===== src/rtl/dcrb_pkg.sv =====
`timescale 1ns / 1ps
package dcrb_pkg;

	localparam int NUM_CHANNELS_DEF = 16;

	// controller states
	typedef enum logic [1:0] {
		ST_IDLE,
		ST_EXEC,
		ST_OUT1,
		ST_OUT2
	} state_t;

	// word offsets inside a channel block
	localparam logic [3:0] RG_SRC0   = 4'h0;
	localparam logic [3:0] RG_DST0   = 4'h1;
	localparam logic [3:0] RG_CNT0   = 4'h2;
	localparam logic [3:0] RG_SRC1   = 4'h3;
	localparam logic [3:0] RG_DST1   = 4'h4;
	localparam logic [3:0] RG_CNT1   = 4'h5;
	localparam logic [3:0] RG_CURSRC = 4'h6;
	localparam logic [3:0] RG_CURDST = 4'h7;
	localparam logic [3:0] RG_CURCNT = 4'h8;
	localparam logic [3:0] RG_STATUS = 4'h9;
	localparam logic [3:0] RG_CTRL   = 4'ha;
	localparam logic [3:0] RG_CONFIG = 4'hb;
	localparam logic [3:0] RG_INTVL  = 4'hc;
	localparam logic [3:0] RG_EXT    = 4'hd;
	localparam logic [3:0] RG_LINK   = 4'he;
	localparam logic [3:0] RG_CURLNK = 4'hf;

	// word index (address bits 9:2) of group words
	localparam logic [7:0] GW_CTRL = 8'hc0;
	localparam logic [7:0] GW_EN   = 8'hc4;
	localparam logic [7:0] GW_ER   = 8'hc5;
	localparam logic [7:0] GW_END  = 8'hc6;
	localparam logic [7:0] GW_TC   = 8'hc7;

	localparam logic [31:0] CFG_CH4_RESET = 32'h0020026c;
	localparam int CFG_SAD_BIT = 20;
	localparam int CFG_DAD_BIT = 21;
	localparam int CFG_DEM_BIT = 24;
	localparam int CFG_RSW_BIT = 29;
	localparam int CFG_REN_BIT = 30;

	localparam logic [6:0] ST_EN   = 7'h01;
	localparam logic [6:0] ST_TACT = 7'h04;
	localparam logic [6:0] ST_ER   = 7'h10;
	localparam logic [6:0] ST_END  = 7'h20;
	localparam logic [6:0] ST_TC   = 7'h40;

	localparam int CT_SETEN  = 0;
	localparam int CT_CLREN  = 1;
	localparam int CT_SWRST  = 3;
	localparam int CT_CLREND = 5;
	localparam int CT_CLRTC  = 6;

	typedef struct packed {
		logic capture;
		logic exec;
		logic sel2;
	} cmd_t;

	typedef struct packed {
		logic two;
	} sts_t;

	typedef struct packed {
		logic [31:0] read_data;
		logic        irq_pulse;
		logic [3:0]  irq_channel;
		logic        xfer_valid;
		logic [31:0] xfer_source;
		logic [31:0] xfer_dest;
		logic [31:0] xfer_bytes;
		logic        src_fixed;
		logic        dst_fixed;
		logic [5:0]  unit_bytes;
		logic        last;
	} result_t;

	// smaller of source and destination unit, 1 above 32 bytes
	function automatic logic [5:0] unit_size(input logic [31:0] cfg);
		logic [3:0] e;
		begin
			e = (cfg[15:12] < cfg[19:16]) ? cfg[15:12] : cfg[19:16];
			unit_size = (e > 4'd5) ? 6'd1 : (6'd1 << e[2:0]);
		end
	endfunction

endpackage


===== src/rtl/dcrb_ctrl.sv =====
`timescale 1ns / 1ps
module dcrb_ctrl (
	input  logic             clk,
	input  logic             arst_n,
	input  logic             req_valid,
	input  logic             rsp_ready,
	input  dcrb_pkg::sts_t   sts,
	output logic             req_ready,
	output logic             rsp_valid,
	output dcrb_pkg::cmd_t   cmd
);
	dcrb_pkg::state_t state_q, state_nx;

	always_ff @(posedge clk or negedge arst_n) begin
		if (!arst_n) begin
			state_q <= dcrb_pkg::ST_IDLE;
		end else begin
			state_q <= state_nx;
		end
	end

	always_comb begin
		state_nx = state_q;
		case (state_q)
			dcrb_pkg::ST_IDLE: begin
				if (req_valid) state_nx = dcrb_pkg::ST_EXEC;
			end
			dcrb_pkg::ST_EXEC: begin
				state_nx = dcrb_pkg::ST_OUT1;
			end
			dcrb_pkg::ST_OUT1: begin
				if (rsp_ready) state_nx = sts.two ? dcrb_pkg::ST_OUT2 : dcrb_pkg::ST_IDLE;
			end
			dcrb_pkg::ST_OUT2: begin
				if (rsp_ready) state_nx = dcrb_pkg::ST_IDLE;
			end
			default: state_nx = dcrb_pkg::ST_IDLE;
		endcase
	end

	always_comb begin
		req_ready   = 1'b0;
		rsp_valid   = 1'b0;
		cmd.capture = 1'b0;
		cmd.exec    = 1'b0;
		cmd.sel2    = 1'b0;
		case (state_q)
			dcrb_pkg::ST_IDLE: begin
				req_ready   = 1'b1;
				cmd.capture = req_valid;
			end
			dcrb_pkg::ST_EXEC: begin
				cmd.exec = 1'b1;
			end
			dcrb_pkg::ST_OUT1: begin
				rsp_valid = 1'b1;
			end
			dcrb_pkg::ST_OUT2: begin
				rsp_valid = 1'b1;
				cmd.sel2  = 1'b1;
			end
			default: begin
				req_ready = 1'b0;
			end
		endcase
	end
endmodule


===== config.mk =====
export PLATFORM = sky130hd
export DESIGN_NAME = dcrb_ctrl
export DESIGN_NICKNAME = d
export VERILOG_FILES = /design/src/rtl/dcrb_pkg.sv /design/src/rtl/dcrb_ctrl.sv
export SDC_FILE = /design/constraint.sdc
export NUM_CORES = 1
export LEC_CHECK = 0
export BUFFER_PORTS_ARGS = -buffer_cell sky130_fd_sc_hd__buf_2
export CAP_MARGIN = 20
export CELL_PAD_IN_SITES_DETAIL_PLACEMENT = 1
export CELL_PAD_IN_SITES_GLOBAL_PLACEMENT = 1
export CORE_AREA = 2 2 39 41
export CTS_BUF_LIST = sky130_fd_sc_hd__clkbuf_16
export CTS_CLUSTER_DIAMETER = 120
export CTS_CLUSTER_SIZE = 25
export DETAILED_ROUTE_END_ITERATION = 10
export DIE_AREA = 0 0 41 43
export GPL_ROUTABILITY_DRIVEN = 0
export PLACE_DENSITY_LB_ADDON = 0.15
export SLEW_MARGIN = 20
export SYNTH_ARGS = -nofsm -noshare
export SYNTH_HDL_FRONTEND = slang
export SYNTH_SLANG_ARGS = --single-unit
export TNS_END_PERCENT = 20

===== constraint.sdc =====
create_clock -name clk -period 1.02 [get_ports clk]
set_input_delay 0.255 -clock clk [delete_from_list [all_inputs] [get_ports clk]]
set_output_delay 0.255 -clock clk [all_outputs]
set_load 0.02 [all_outputs]

==> results.json <==
{
  "grt_setup_unrepaired": "yes",
  "grt_pass1_vias": 159,
  "final_area_um2": 327,
  "reg2reg_depth": 3,
  "placement_rows": 14,
  "worst_slew_pin_slew_ns": 0.155,
  "crit_required_ns": 0.76,
  "synthCells": 13,
  "antenna_found_initial": 0,
  "reg2reg_to": "state_q[1]$_DFFE_PN0P_",
  "layout.nets": 36,
  "wl_per_cell_um": 8.64,
  "clock_skew_ns": 0.00597,
  "syn_area_um2": 134,
  "layout_setup_ws_ns": -0.252,
  "fmax_mhz": 786,
  "cts.sinks": 2,
  "core_area_um2": 1380,
  "reg.largest.list": "state_q x2",
  "arrival_ns": 1.02,
  "grt_first_pass_wirelength_um": 641,
  "critPathLaunchType": "flip-flop",
  "syn-num-nets": 18,
  "largest_reg_flops": 2,
  "path_class": "flip-flop to primary output",
  "regMostFlops": "state_q",
  "hold_class": "primary input to async pin",
  "placedInstanceArea_um2": 230,
  "clk_latency_ns": 0.22,
  "firstDrtPassIters": 1,
  "numCtsBuffers": 3,
  "finalCritPeriodShare": 1.25,
  "slew_headroom": 0.895,
  "cts_tree": "yes",
  "synth_warnings": 0,
  "endpoint_kind": "primary output",
  "io_buffer_count": 9,
  "num_io_pins": 10,
  "p_leak_nw": 0.167,
  "hpwl_um": 290,
  "grt_max_degree": 6,
  "peakVddDrop_mv": 0.958,
  "startpoint": "state_q[0]$_DFFE_PN0P_",
  "final_hold_viol_count": 0,
  "avgSynthCellArea_um2": 10.3,
  "multi_input_area_um2": 81.3,
  "cts-htree-levels": 1,
  "clkTransAtPathRegs_ns": 0.03,
  "drv_slew": 0,
  "clock-root-buffer": "clkbuf_16",
  "setup_viol": 5,
  "drt_wl_total_um": 389,
  "path_max_fanout": 4,
  "pwr_density_cell_nw_per_um2": 3930,
  "vias": 154,
  "seq_area_um2": 52.6,
  "ant_nets": 0,
  "die_height_um": 43,
  "grt_overflow": 0,
  "fin_util": 0.236,
  "drc": 0,
  "ys_ff_latch": 2,
  "cts_buffer_depth": 2,
  "area_delta_synth_final_pct": 144,
  "die_x_um": 41,
  "cp_slowest_stage_delay_ns": 0.42,
  "synth_cell_types": 12,
  "drt_iter0_drc": 0,
  "setup.worst_path.end": "cmd[2]",
  "n_antenna_cell": 0,
  "fp.dieArea_um2": 1760,
  "min_period_ns": 1.27,
  "drv_cap": 0,
  "vias_per_cell": 3.42,
  "fillers": 170,
  "status": "finished with violations",
  "grtUsageTotal": 0.0643,
  "reg2reg_slack_ns": 0.04,
  "initial_core_util": 0.0967,
  "drive_gt1_frac": 0.724,
  "path_cells": "nor2_4 > and2_4 > buf_6",
  "crit_slowest_cell": "dfrtp_2",
  "violations": "setup timing",
  "synth_seq_area_share": 0.374,
  "r2r_start": "state_q[0]$_DFFE_PN0P_"
}
cell families after synthesis:
group / Yosys count / synth area share
flops: 2 / 0.374
simple gates: 7 / 0.477
buf+inv: 2 / 0.0560
compound gates: 2 / 0.0934
cell type report:
type,instances,share of cell area
Timing Repair Buffer,14,0.287
Multi-Input combinational cell,9,0.249
Clock buffer,3,0.230
Sequential cell,2,0.161
Tap cell,16,0.0613
Inverter,1,0.0115
layer usage:
layer  routed length, um  part of all wire  GRT usage  vias to the layer above
li1                    -                 -          -                       75
met1                 127              0.33     0.0581                       70
met2                 207              0.53     0.0875                        7
met3                  36             0.093     0.0314                        2
met4                  18             0.046     0.0800                        0
met5                   0                 0          0                        -
through the flow:
step                      setup WS [ns]  hold slack, ns  power (mW)  TNS [ns]  cells
after floorplan                 -0.0376         -0.0406       0.450   -0.0733     13
after global placement          -0.0802          0.0399       0.663   -0.0953     41
after detailed placement        -0.0739          0.0411       0.656   -0.0909     41
after CTS                        -0.274           0.351        1.29    -0.996     45
after global routing             -0.308           0.361        1.36     -1.12     45
final                            -0.252           0.349        1.28    -0.876     45
worst min path at each step:
stage | to | slack (ns)
finish | state_q[0]$_DFFE_PN0P_ | 0.35
CTS | state_q[0]$_DFFE_PN0P_ | 0.35
floorplan | state_q[0]$_DFFE_PN0P_ | -0.04
global placement | state_q[1]$_DFFE_PN0P_ | 0.04
global route | state_q[0]$_DFFE_PN0P_ | 0.36
detailed placement | state_q[1]$_DFFE_PN0P_ | 0.04
synthesized netlist by cell type:
master | instances | area share
nand3b_1 | 1 | 0.056
a21o_1 | 1 | 0.056
nor2_2 | 1 | 0.047
and2_1 | 1 | 0.047
nor2b_1 | 1 | 0.047
clkbuf_1 | 1 | 0.028
inv_1 | 1 | 0.028
nand4b_1 | 1 | 0.065
dfrtp_1 | 2 | 0.37
o21ai_0 | 1 | 0.037
nand3b_4 | 1 | 0.15
and2_4 | 1 | 0.065
worst max-delay path, delay by kind of cell, from the launching register on:
family                 cells  cell delay, ns
AND/OR/NAND/NOR            2            0.26
flip-flops                 1            0.42
buffers and inverters      1            0.11
layout by cell type, fill, tap and decap left out:
| master | synthesis | final |
|---|---|---|
| nor2b_1 | 1 | 1 |
| dfrtp_2 | 0 | 2 |
| and2_4 | 1 | 1 |
| a21o_1 | 1 | 1 |
| nor2_4 | 0 | 1 |
| nand3b_4 | 1 | 1 |
| buf_2 | 0 | 7 |
| buf_6 | 0 | 1 |
| dlygate4sd3_1 | 0 | 1 |
| nand3b_1 | 1 | 1 |
| o21ai_0 | 1 | 1 |
| buf_4 | 0 | 5 |
| nand4b_1 | 1 | 1 |
| clkbuf_16 | 0 | 3 |
| and2_1 | 1 | 1 |
| inv_1 | 1 | 1 |
timing repair:
item                                    in CTS  in global routing
hold endpoints to repair                     2                  0
hold buffers                                 1                  0
pin swaps                                    2                  1
buffers inserted                             0                  0
endpoints found under the setup margin       5                  7
resized for setup                            3                  2
where the power goes:
group          total [mW]  internal [mW]  leakage, nW  switching (mW)
Sequential          0.187          0.125       0.0224          0.0612
Combinational       0.499          0.268        0.108           0.231
Clock               0.597          0.499       0.0370          0.0971
Total                1.28          0.893        0.167           0.389
Power figures use the tool's default switching activity.
